[src/rtl/i2crs_pkg.sv]
// Shared types and constants for the I2C register slave.
// Holds the event and bus phase codes and the item structs; no dependencies.
package i2crs_pkg;

	localparam int unsigned BYTE_W = 8;
	localparam int unsigned CNT_W  = 4;
	localparam int unsigned ADDR_W = 7;

	// Last data bit of a byte; the ninth bit is the acknowledge slot
	localparam logic [CNT_W-1:0] BITS_PER_BYTE = 4'd8;

	typedef enum logic [1:0] {
		EV_SCL_RISE = 2'd0,
		EV_SCL_FALL = 2'd1,
		EV_SDA_RISE = 2'd2,
		EV_SDA_FALL = 2'd3
	} event_t;

	typedef enum logic [2:0] {
		PH_IDLE  = 3'd0,
		PH_ADDR  = 3'd1,
		PH_PTR   = 3'd2,
		PH_WRITE = 3'd3,
		PH_READ  = 3'd4,
		PH_BUSY  = 3'd5
	} phase_t;

	// One bus edge event as it enters the slave
	typedef struct packed {
		logic              write_ok;
		logic [BYTE_W-1:0] read_data;
		logic              scl_sample;
		logic              sda_sample;
		event_t            mode;
	} event_item_t;

	// One result of an event, packed lowest field last
	typedef struct packed {
		phase_t            bus_phase;
		logic              read_strobe;
		logic [BYTE_W-1:0] write_data;
		logic              write_strobe;
		logic [BYTE_W-1:0] reg_address;
		logic              sda_release;
	} result_item_t;

	localparam int unsigned RESULT_W = $bits(result_item_t);

endpackage

[src/rtl/i2crs_core.sv]
// Protocol state of the I2C register slave and its per-event update.
// Depends on i2crs_pkg; the state advances on each accepted event.
module i2crs_core import i2crs_pkg::*; (
	input  logic                clk,
	input  logic                arst_n,
	input  logic                step,
	input  event_item_t         item,
	input  logic [ADDR_W-1:0]   own_address,
	output result_item_t        result
);

	phase_t             phase_q, phase_n;
	logic [BYTE_W-1:0]  shift_q, shift_n;
	logic [CNT_W-1:0]   bit_cnt_q, bit_cnt_n;
	logic [BYTE_W-1:0]  ptr_q, ptr_n;
	logic               sda_q, sda_n;
	logic [CNT_W-1:0]   bit_cnt_inc;
	logic               wr_strobe;
	logic [BYTE_W-1:0]  wr_data;
	logic               rd_strobe;

	assign bit_cnt_inc = bit_cnt_q + {{(CNT_W-1){1'b0}}, 1'b1};

	// Work out the state after this event
	always_comb begin
		phase_n   = phase_q;
		shift_n   = shift_q;
		bit_cnt_n = bit_cnt_q;
		ptr_n     = ptr_q;
		sda_n     = sda_q;
		wr_strobe = 1'b0;
		wr_data   = '0;
		rd_strobe = 1'b0;
		case (item.mode)
			EV_SCL_RISE: begin
				if (phase_q == PH_ADDR || phase_q == PH_PTR || phase_q == PH_WRITE) begin
					shift_n   = {shift_q[BYTE_W-2:0], item.sda_sample};
					bit_cnt_n = bit_cnt_inc;
				end else if (phase_q == PH_READ) begin
					bit_cnt_n = bit_cnt_inc;
					// master NACK in the acknowledge slot ends the read
					if (bit_cnt_inc > BITS_PER_BYTE && item.sda_sample) begin
						phase_n = PH_BUSY;
					end
				end
			end
			EV_SCL_FALL: begin
				if (bit_cnt_q > BITS_PER_BYTE) begin
					// past the acknowledge slot: start the next byte
					bit_cnt_n = '0;
					if (phase_q == PH_READ) begin
						rd_strobe = 1'b1;
						sda_n     = item.read_data[BYTE_W-1];
						shift_n   = {item.read_data[BYTE_W-2:0], 1'b0};
						ptr_n     = ptr_q + 8'd1;
					end else begin
						sda_n = 1'b1;
					end
				end else begin
					case (phase_q)
						PH_ADDR: begin
							if (bit_cnt_q == BITS_PER_BYTE) begin
								if (shift_q[BYTE_W-1:1] == own_address) begin
									sda_n   = 1'b0;
									phase_n = shift_q[0] ? PH_READ : PH_PTR;
								end else begin
									phase_n = PH_BUSY;
								end
							end
						end
						PH_PTR: begin
							if (bit_cnt_q == BITS_PER_BYTE) begin
								sda_n   = 1'b0;
								ptr_n   = shift_q;
								phase_n = PH_WRITE;
							end
						end
						PH_WRITE: begin
							if (bit_cnt_q == BITS_PER_BYTE) begin
								wr_strobe = 1'b1;
								wr_data   = shift_q;
								ptr_n     = ptr_q + 8'd1;
								if (item.write_ok) begin
									sda_n = 1'b0;
								end else begin
									phase_n = PH_BUSY;
								end
							end
						end
						PH_READ: begin
							if (bit_cnt_q < BITS_PER_BYTE) begin
								sda_n   = shift_q[BYTE_W-1];
								shift_n = {shift_q[BYTE_W-2:0], 1'b0};
							end else begin
								sda_n = 1'b1;
							end
						end
						default: begin
						end
					endcase
				end
			end
			EV_SDA_RISE: begin
				// stop condition
				if (item.scl_sample) begin
					phase_n = PH_IDLE;
				end
			end
			EV_SDA_FALL: begin
				// start condition
				if (item.scl_sample) begin
					phase_n   = PH_ADDR;
					bit_cnt_n = '0;
				end
			end
			default: begin
			end
		endcase
	end

	// Advance the protocol state on each transfer
	always_ff @(posedge clk or negedge arst_n) begin
		if (!arst_n) begin
			phase_q   <= PH_IDLE;
			shift_q   <= '0;
			bit_cnt_q <= '0;
			ptr_q     <= '0;
			sda_q     <= 1'b1;
		end else if (step) begin
			phase_q   <= phase_n;
			shift_q   <= shift_n;
			bit_cnt_q <= bit_cnt_n;
			ptr_q     <= ptr_n;
			sda_q     <= sda_n;
		end
	end

	// Report the post-event state
	always_comb begin
		result.sda_release  = sda_n;
		result.reg_address  = ptr_n;
		result.write_strobe = wr_strobe;
		result.write_data   = wr_data;
		result.read_strobe  = rd_strobe;
		result.bus_phase    = phase_n;
	end

endmodule

[src/rtl/i2c_register_slave.sv]
// Top level of the I2C register slave: stream ports, address register, result register.
// Depends on i2crs_pkg and i2crs_core.
//
// The slave takes one bus edge event per clock while the output is not stalled and
// returns one result per event through a result register, in the cycle after the
// transfer. The rate is set by the state update in i2crs_core: an event is taken
// whenever the result register is empty or is being drained in the same cycle, so a
// stalled output holds back only the input side. own_address resets to 80; the user
// must write it with cfg_we only while no event is in flight (not enforced here).
module i2c_register_slave import i2crs_pkg::*; (
	input  logic              clk,
	input  logic              arst_n,
	input  logic              cfg_we,
	input  logic [ADDR_W-1:0] cfg_wdata,
	input  logic              s_tvalid,
	output logic              s_tready,
	// [0] sda_sample, [1] scl_sample, [9:2] read_data, [10] write_ok, [15:11] zero
	input  logic [15:0]       s_tdata,
	// [1:0] mode
	input  logic [1:0]        s_tuser,
	output logic              m_tvalid,
	input  logic              m_tready,
	// [0] sda_release, [8:1] reg_address, [9] write_strobe, [17:10] write_data,
	// [18] read_strobe, [21:19] bus_phase, [23:22] zero
	output logic [23:0]       m_tdata
);

	logic [ADDR_W-1:0]   own_addr_q;
	logic                out_valid_q;
	result_item_t        out_data_q;
	event_item_t         item;
	result_item_t        result;
	logic                in_xfer;

	// Hold the slave address
	always_ff @(posedge clk or negedge arst_n) begin
		if (!arst_n) begin
			own_addr_q <= 7'd80;
		end else if (cfg_we) begin
			own_addr_q <= cfg_wdata;
		end
	end

	// Unpack the incoming event
	always_comb begin
		item.mode       = event_t'(s_tuser);
		item.sda_sample = s_tdata[0];
		item.scl_sample = s_tdata[1];
		item.read_data  = s_tdata[9:2];
		item.write_ok   = s_tdata[10];
	end

	assign s_tready = !out_valid_q || m_tready;
	assign in_xfer  = s_tvalid && s_tready;

	i2crs_core u_core (
		.clk         (clk),
		.arst_n      (arst_n),
		.step        (in_xfer),
		.item        (item),
		.own_address (own_addr_q),
		.result      (result)
	);

	// Result register: load on an input transfer, drop once taken
	always_ff @(posedge clk or negedge arst_n) begin
		if (!arst_n) begin
			out_valid_q <= 1'b0;
		end else if (in_xfer) begin
			out_valid_q <= 1'b1;
		end else if (m_tready) begin
			out_valid_q <= 1'b0;
		end
	end

	always_ff @(posedge clk) begin
		if (in_xfer) begin
			out_data_q <= result;
		end
	end

	assign m_tvalid = out_valid_q;
	assign m_tdata  = {{(24-RESULT_W){1'b0}}, out_data_q};

	// An input transfer always leaves a result waiting
	a_result_follows: assert property (@(posedge clk) disable iff (!arst_n)
		in_xfer |=> m_tvalid)
		else $error("no result after input transfer");

	// Input only stalls behind a full, stalled result register
	a_stall_reason: assert property (@(posedge clk) disable iff (!arst_n)
		!s_tready |-> (m_tvalid && !m_tready))
		else $error("input stalled without output back-pressure");

	// A single event never both writes and reads the bank
	a_one_strobe: assert property (@(posedge clk) disable iff (!arst_n)
		m_tvalid |-> !(m_tdata[9] && m_tdata[18]))
		else $error("write and read strobe in one result");

	// Write data is zero unless a write is offered
	a_wdata_clean: assert property (@(posedge clk) disable iff (!arst_n)
		(m_tvalid && !m_tdata[9]) |-> (m_tdata[17:10] == 8'd0))
		else $error("write data without write strobe");

endmodule
[config.mk]
export PLATFORM = sky130hd
export DESIGN_NAME = i2c_register_slave
export DESIGN_NICKNAME = d
export VERILOG_FILES = /design/src/rtl/i2crs_pkg.sv /design/src/rtl/i2crs_core.sv /design/src/rtl/i2c_register_slave.sv
export SDC_FILE = /design/constraint.sdc
export NUM_CORES = 1
export LEC_CHECK = 0
export BUFFER_PORTS_ARGS = -buffer_cell sky130_fd_sc_hd__buf_4
export CAP_MARGIN = 20
export CORE_MARGIN = 5
export CORE_UTILIZATION = 45
export DETAILED_ROUTE_END_ITERATION = 12
export PLACE_DENSITY = 0.66
export SYNTH_ARGS = -nofsm -noshare
export SYNTH_HDL_FRONTEND = slang
export SYNTH_SLANG_ARGS = --single-unit
export TNS_END_PERCENT = 5
[constraint.sdc]
create_clock -name clk -period 6.2 [get_ports clk]
set_input_delay 1.24 -clock clk [delete_from_list [all_inputs] [get_ports clk]]
set_output_delay 1.24 -clock clk [all_outputs]
set_load 0.02 [all_outputs]
# [Word level (Yosys, flattened, before mapping)]
# Index checks and enable logic that the tools add are counted.
[op_classes] n_bitwise=3 reduce_logical=15 eq_ne=15 n_addsub=2 order_cmp=3 mux=45
[ops] op="$mux W8" n=10
[ops] op="$mux W3" n=12
[ops] op="$pmux W8 S2" n=2
[ops] op="$mux W4" n=4
[ops] op="$mux W1" n=13
[ops] op="$pmux W3 S4" n=1
[ops] op="$pmux W4 S3" n=1
[ops] op="$reduce_and A5 Y1" n=2
[ops] op="$pmux W3 S3" n=1
[ops] op="$add A8 B1 Y8 const B" n=1
[ops] op="$gt A4 B4 Y1 const B" n=2
[ops] op="$eq A7 B7 Y1" n=1
[ops] op="$eq A3 B2 Y1 const B" n=2
[ops] op="$ne A2 B1 Y1 const B" n=3
[ops] op="$ne A3 B1 Y1 const B" n=2
[ops] op="$add A4 B1 Y4 const B" n=1
[ops] op="$eq A2 B2 Y1 const B" n=2
[ops] op="$eq A4 B4 Y1 const B" n=1
[ops] op="$lt A4 B4 Y1 const B" n=1
[ops] op="$pmux W1 S4" n=1
[ops] op="$reduce_bool A2 Y1" n=2
[ops] op="$reduce_or A4 Y1" n=1
[ops] op="$eq A3 B1 Y1 const B" n=1
[ops] op="$eq A3 B3 Y1 const B" n=1
[ops] op="10 further kinds" n=15
[totals] regBits=54 out_inout_bits=26 word_cells=96 input_bits=30

# [Logic depth before layout (Yosys ltp)]
# Gate-level depths: netlist of the first run.
[depth] ltp_word=7 ltp_mapped=8 ltp_nobuf=7

# [By module]
# From an unflattened synthesis of the first run, not the netlist that was laid out.
[hier_totals] cells_unflattened=314 hier_area_um2=3186.8
[by_module_without_submodules] mod="i2crs_core" cells_per_inst=270 area_per_inst_um2=2169.6 seq_area_each_um2=601.8 instances=1
[by_module_without_submodules] mod="i2c_register_slave" cells_per_inst=44 area_per_inst_um2=1017.2 seq_area_each_um2=863.3 instances=1

# [Least setup slack after synthesis of the first run]
# Ideal clock, no wire load.
[synth_path] path_kind="in2reg" start="input port m_tready" end="register u_core.ptr_q[0]" cell_stages=7 path_slack_ns=2.950 required_ns=6.079 setup_time_ns=0.121 t_arrival_ns=3.129 path_buffers=2 cell_sequence="nand2b_1 -> nand2_1 -> buf_2 -> inv_1 -> buf_1 -> o31ai_1 -> a22o_1"
[synth_between] elab_chain_len=2
[synth_lines] element="start, declared" line="i2c_register_slave.sv:22" rtl="input logic m_tready,"
[synth_lines] element="$logic_or A1 B1 Y1" line="i2c_register_slave.sv:53" rtl="assign s_tready = !out_valid_q || m_tready;"
[synth_lines] element="$logic_and A1 B1 Y1" line="i2c_register_slave.sv:54" rtl="assign in_xfer = s_tvalid && s_tready;"
[synth_lines] element="named net in_xfer" line="i2c_register_slave.sv:33" rtl="logic in_xfer;"
[synth_lines] element="end signal, assigned" line="i2crs_core.sv:133" rtl="ptr_q <= ptr_n;"
[synth_lines] element="end, declared" line="i2crs_core.sv:15" rtl="logic [BYTE_W-1:0] ptr_q, ptr_n;"
# The timed path passes the listed nets, and every way through them passes these cells.
# A chain may end at the register's enable or synchronous reset.

# [Final worst setup path of the first run]
[layout_path] start="input port m_tready" end="output port s_tready"
[layout_between] elab_chain_len=1
[layout_lines] element="$logic_or A1 B1 Y1" line="i2c_register_slave.sv:53"
[layout_lines] element="end, declared" line="i2c_register_slave.sv:16" rtl="output logic s_tready,"
# Every way passes these cells.

==> metrics.md, run 1 <==
| Metric | Value |
|---|---|
| Worst Hold Depth | `1` |
| Worst clock skew | `0.003737 ns` |
| Filler cells | `685` |
| Peak Freq | `339.8 MHz` |
| Setup TNS | `0 ns` |
| # Post-CTS Setup Buffers | `0` |
| Flop2flop setup slack | `3.54 ns` |
| Run status | `finished, final reports clean` |
| Worst hold start | `own_addr_q[0]` |
| Pins Over Slew Limit | `0` |
| Worst r2r src | `u_core.phase_q[0]` |
| Clk root buf | `clkbuf_8` |
| Die height | `around 95 µm` |
| Flops & latches, synth | `54` |
| Fin crit share | `between 40% and 50%` |
| FF-to-FF End | `m_tdata[1]` |
| CP endpoint kind | `output port` |
| Top FF cell, synth | `dfrtp_1` |
| # DRC | `0` |
| Antenna violations before repair | `0` |
| Dpl cells | `463` |
| Finished Layout Cells | `between 400 and 500` |
| Routed met1 length | `3453 µm` |
| Floorplan row count | `31` |
| Area growth from synthesis to layout | `15.17%` |
| Slew HR | `44.59%` |
| Ys async rst share | `59.26%` |
| I/O pin cnt | `56` |
| WHS | `0.5369 ns` |
| Seq/Total Area, Yosys | `45.09%` |
| CP max FO | `4` |
| Pre-Repair DR Iteration Count | `5` |
| Number of nets in the layout | `404` |
| Share of layout cells above drive strength 1 | `22.31%` |
| Crit path arrival time | `between 1.5 and 2 ns` |
| Gpl congestion | `0.8584` |
| Final setup violation count | `0` |
| Antenna viol nets, final | `0` |
| PD cells | `between 200 and 300 mW/mm²` |
| Hold Path Sink | `own_addr_q[0]` |
| Num CTS Buffers | `5` |
| CTS tree | `done` |
| Peak VDD IR | `between 100 and 150 µV` |
| Routed WL | `7858 µm` |
| Synthesis Warnings | `0` |
| Worst-Skew Late Latency | `just over 0.3 ns` |
| GR Util All Layers | `between 15 and 20%` |
| DR iter-0 viols | `approximately 260` |
| Worst-margin pin slew | `0.8296 ns` |
| Hold Path Class | `flip-flop to flip-flop` |
| Top Metal Used | `met4` |
| Syn_area_per_cell | `9.614 µm²` |
| Routed WL per cell | `16.68 µm` |
| Initial Util | `45.53%` |
| Die area | `0.009020 mm²` |
| Resized cells post-CTS | `0` |
| Antenna cell count | `0` |
| Vias per inst | `between 5 and 6` |
| Number of flops mapped to enable cells by yosys | `22` |
| Distinct cell type count after synthesis | `70` |
| CP Class | `input pin to output port` |
| Endpoints failing hold | `0` |
| Req. time, crit path | `between 4 and 5 ns` |
| Grt total ovfl | `0` |
| Clk sink count | `54` |
| H-Tree Depth | `2` |
| Max-cap violations | `0` |
| Tmin final | `2.943 ns` |
| Tot Pwr | `about 0.0011 W` |
| Maximum clock insertion buffer count | `2` |
| Pleak | `1.489 nW` |
| Worst reg2reg path depth | `5` |
| Cells after synthesis | `between 300 and 400` |
| Met3 WL | `503 µm` |
| Die width | `between 90 and 100 µm` |
| First-pass GRT wire length | `about 13000 µm` |
| Clk slew on worst S/H paths | `0.10 ns` |
| Number of global-route vias before repair | `2502` |
| Design area | `0.003742 mm²` |
| Dpl hpwl | `5618 µm` |
| Hold_buf cts | `0` |
| Metal2 WL | `3827 µm` |
| RSZ-0062 raised after global routing | `no` |
| Largest net degree at the start of global routing | `33` |
| Nature of the critical path startpoint | `input pin` |
| Buffers on Ports | `between 40 and 50` |
| Mapped cell area | `~0.0032 mm²` |
| Placeable Area | `0.007137 mm²` |
| Placed Area | `between 0.003 and 0.004 mm²` |
| Vias | `2740` |
[worst max-delay path, cell delays in order]
cell and delay (ns):
buf_4 0.10, nand2b_1 0.18, buf_4 0.18
[flip-flops by register name, indices dropped and copies added, names as in the netlist]
signal,flops
u_core.ptr_q,8
m_tdata,22
u_core.sda_q,1
m_tvalid,1
u_core.bit_cnt_q,4
u_core.phase_q,3
u_core.shift_q,8
own_addr_q,7
[power breakdown]
group	switching [W]	internal (W)
clock network	0.000125	0.000123
registers	0.0000924	0.000435
logic	0.000159	0.000123
[cells in the mapped netlist, drive strengths merged, types with 4 or more instances]
master	number	area share, %
dfrtp	29	22
mux2	10	3.5
a211oi	4	1.1
mux2i	8	2.5
a21o	4	0.92
edfxtp	22	20
nand4	4	0.77
buf	13	2.5
nand2b	6	1.2
nor2	34	4.0
nand2	28	3.2
xnor2	6	1.6
inv	6	0.69
clkbuf	12	1.4
and3	4	0.77
o211ai	5	1.2
a221oi	4	1.6
and2	8	1.5
nand3	13	2.0
a21oi	28	4.4
nand3b	4	1.3
o21ai	17	2.6
nor3	9	1.4
[how the worst max path moves through the flow]
stage,end,cells past startpoint,slack [ns],from
2_1_floorplan,u_core.ptr_q[0],7,2.95,m_tready
3_3_place_gp,u_core.ptr_q[0],7,3.03,m_tready
3_5_place_dp,u_core.ptr_q[0],7,3.00,m_tready
4_1_cts,s_tready,3,3.26,m_tready
5_1_grt,u_core.ptr_q[4],7,3.15,m_tready
6_report,s_tready,3,3.26,m_tready
[area by class of cell]
cell class | instances | area, µm² | area share, %
clock buffer | 5 | 68.82 | 1.839
sequential | 54 | 1465 | 39.15
timing repair buffer | 50 | 375.4 | 10.03
multi-input combinational | 253 | 1635 | 43.70
tap | 99 | 123.9 | 3.310
clock inverter | 3 | 47.55 | 1.270
inverter | 7 | 26.28 | 0.7021
[cell usage in the layout, fill, tap and decap left out, types with 4 or more instances in the layout]
cell,n
nand2_1,28
a21o_1,4
dfrtp_1,29
o211ai_1,5
buf_4,50
nor2_1,33
and2_1,8
and3_1,4
clkbuf_8,5
inv_1,6
nor3_1,9
a21oi_1,27
xnor2_1,6
edfxtp_1,22
mux2_2,10
mux2i_1,8
nand2b_1,6
nand4_1,4
nand3_1,13
o21ai_0,16
[metrics by stage]
stage / setup WS (ns) / utilization (%)
floorplan: 2.950 / -
global placement: 3.025 / 50.81
detailed placement: 3.005 / 50.81
CTS: 3.256 / 52.44
global route: 3.147 / 52.44
finish: 3.257 / 52.44
[logic make-up after synthesis]
| logic type | share of synthesized area [%] |
|---|---|
| AOI/OAI and AO/OA | 19.25 |
| xor gates and xnor gates | 2.426 |
| and+or+nand+nor | 21.33 |
| DFF | 45.09 |
| buffers and inverters | 4.697 |
| muxes | 5.930 |
| other | 0.1154 |
| adders and majority gates | 1.155 |
[metal layers]
| layer | track usage, % | up-vias |
|---|---|---|
| met3 | 3.267 | 8 |
| met4 | 5.288 | 0 |
| met1 | 24.69 | 1319 |
| met5 | 0 | - |
| met2 | 29.59 | 102 |
| li1 | - | 1311 |
Note: power is estimated with default switching activity, not from simulation.
==> run 2, diff against run 1 <==
clock period = 3 ns   (was 6.2 ns; I/O delays follow)
==> metrics.md, run 2 (synthesized netlist as in run 1, its figures left out) <==
| Metric | Value |
|---|---|
| Worst clock skew | `0.006739 ns (was 0.003737 ns)` |
| Routed WL per cell | `16.13 µm (was 16.68 µm)` |
| Number of global-route vias before repair | `2538 (was 2502)` |
| Endpoints failing hold | `0 (unchanged)` |
| Resized cells post-CTS | `0 (unchanged)` |
| Nature of the critical path startpoint | `flip-flop (was input pin)` |
| Leading cell type in the layout, fill and taps excluded | `buf_4 (unchanged)` |
| Max-cap violations | `0 (unchanged)` |
| Hold Path Class | `input pin to asynchronous set/reset pin (was flip-flop to flip-flop)` |
| First-pass GRT wire length | `12710 µm (was 12610 µm)` |
| Buf+Inv Stages, Crit Path | `0 (was 2)` |
| Pre-Repair DR Iteration Count | `4 (was 5)` |
| Crit-path slowest cell | `dfrtp_1 (was nand2b_1)` |
| Grt total ovfl | `0 (unchanged)` |
| WHS | `0.2000 ns (was 0.5369 ns)` |
| Maximum clock insertion buffer count | `2 (unchanged)` |
| Largest net degree at the start of global routing | `33 (unchanged)` |
| Fin crit share | `between 70% and 80%` |
| Number of flip-flops under the largest register name | `22 (unchanged)` |
| Finished Layout Cells | `476 (was 471)` |
| Pre-CTS WS | `0.6514 ns (was 3.005 ns)` |
| PD cells | `562.9 mW/mm² (was 282.3 mW/mm²)` |
| Setup slack after layout | `0.6500 ns (was 3.257 ns)` |
| Antenna viol nets, final | `0 (unchanged)` |
| FF-to-FF End | `m_tdata[8] (was m_tdata[1])` |
| Setup TNS | `0 ns (unchanged)` |
| # DRC | `0 (unchanged)` |
| Routed WL | `7676 µm (was 7858 µm)` |
| Tmin final | `between 2 and 2.5 ns` |
| Peak VDD IR | `336.5 µV (was 137.6 µV)` |
| Cell family with most CP delay | `simple AND/OR/NAND/NOR gates (was buffers and inverters)` |
| Clk slew on worst S/H paths | `0.11 ns (was 0.10 ns)` |
| Most frequent cells in the layout | `55 x buf_4, 33 x nor2_1, 29 x dfrtp_1 (was 50 x buf_4, 33 x nor2_1, 29 x dfrtp_1)` |
| Die width | `94.98 µm (unchanged)` |
| Placed Area | `0.003664 mm² (was 0.003626 mm²)` |
| Final setup violation count | `0 (unchanged)` |
| Req. time, crit path | `3.06 ns (was 4.96 ns)` |
| Pins Over Slew Limit | `0 (unchanged)` |
| Share of layout cells above drive strength 1 | `23.34% (was 22.31%)` |
| Run status | `finished, final reports clean (unchanged)` |
| Crit path arrival time | `2.41 ns (was 1.70 ns)` |
| Dpl cells | `468 (was 463)` |
| Antenna cell count | `0 (unchanged)` |
| Slew HR | `53.09% (was 44.59%)` |
| Peak Freq | `between 400 and 500 MHz` |
| Clk sink count | `54 (unchanged)` |
| # Post-CTS Setup Buffers | `0 (unchanged)` |
| Worst-Skew Late Latency | `0.32 ns (was 0.31 ns)` |
| Vias | `2672 (was 2740)` |
| Placeable Area | `0.007137 mm² (unchanged)` |
| Worst r2r src | `u_core.ptr_q[2] (was u_core.phase_q[0])` |
| Worst reg2reg path depth | `5 (unchanged)` |
| Flop2flop setup slack | `0.65 ns (was 3.54 ns)` |
| Gpl congestion | `0.8414 (was 0.8584)` |
| Worst-margin pin slew | `0.7037 ns (was 0.8296 ns)` |
| Area growth from synthesis to layout | `15.67% (was 15.17%)` |
| Pleak | `1.505 nW (was 1.489 nW)` |
| CP max FO | `12 (was 4)` |
| Buffers on Ports | `48 (unchanged)` |
| Vias per inst | `5.613 (was 5.817)` |
| GR Util All Layers | `18.02% (was 18.16%)` |
| Die area | `0.009020 mm² (unchanged)` |
| CP endpoint kind | `flip-flop (was output port)` |
| Clk root buf | `clkbuf_8 (unchanged)` |
| Dpl hpwl | `5605 µm (was 5618 µm)` |
| Floorplan row count | `31 (unchanged)` |
| Cell Chain, Critical Path | `nand3_1 > nor3_1 > mux2_2 > a221oi_1 > a21oi_1 (was buf_4 > nand2b_1 > buf_4)` |
| H-Tree Depth | `2 (unchanged)` |
| CP max stage delay | `0.57 ns (was 0.18 ns)` |
| Initial Util | `45.53% (unchanged)` |
| Number of nets in the layout | `409 (was 404)` |
| RSZ-0062 raised after global routing | `no (unchanged)` |
| I/O pin cnt | `56 (unchanged)` |
| CP Class | `flip-flop to flip-flop (was input pin to output port)` |
| Die height | `94.98 µm (unchanged)` |
| Design area | `0.003759 mm² (was 0.003742 mm²)` |
| Antenna violations before repair | `0 (unchanged)` |
| DR iter-0 viols | `167 (was 256)` |
| Num CTS Buffers | `5 (unchanged)` |
| Stages on worst setup path | `5 (was 3)` |
| CTS tree | `done (unchanged)` |
| Hold_buf cts | `0 (unchanged)` |
## run 2: how the worst max path moves through the flow
| stage | to | start | slack (ns) |
|---|---|---|---|
| after CTS | m_tdata[8] | u_core.ptr_q[2] | 0.68 |
| after floorplan | u_core.ptr_q[0] | m_tready | 0.39 |
| after global routing | m_tdata[1] | u_core.phase_q[0] | 0.50 |
| after detailed placement | u_core.ptr_q[6] | s_tuser[1] | 0.65 |
| after global placement | u_core.ptr_q[6] | s_tuser[1] | 0.64 |
| final | m_tdata[8] | u_core.ptr_q[2] | 0.65 |
## run 2: worst register-to-register path: stages (launching register included)
cell and delay [ns]:
dfrtp_1 0.57, nand3_1 0.20, nor3_1 0.50, mux2_2 0.39, a221oi_1 0.31, a21oi_1 0.12
## run 2: area by class of cell
| cell class | instances | area [µm²] |
|---|---|---|
| clock buffers | 5 | 68.82 |
| clock inverters | 3 | 26.28 |
| multi-input cells | 253 | 1635 |
| flip-flops and latches | 54 | 1465 |
| well taps | 99 | 123.9 |
| fillers | 686 | 3378 |
| repair buffers | 55 | 412.9 |
| inverters | 7 | 26.28 |
## run 2: per-layer routing
metal	share of wire [%]	up-vias	global-route usage, %	wire [µm]
met4	1.3	0	6.731	101
met2	47	73	29.18	3634
met5	0	-	0	0
met1	46	1272	24.58	3567
li1	-	1319	-	-
met3	4.8	8	2.390	372
## run 2: per-stage QoR
stage,power [W],util [%]
detailed placement,0.001686,51.33
floorplan,0.001489,-
finish,0.002116,52.66
global placement,0.001669,51.33
CTS,0.002124,52.66
global route,0.002249,52.66
## run 2: where the power goes
group	switching [W]	total [W]	internal, W
Sequential	0.000191	0.00109	0.000898
Combinational	0.000324	0.000582	0.000258
Clock	0.000271	0.000444	0.000173
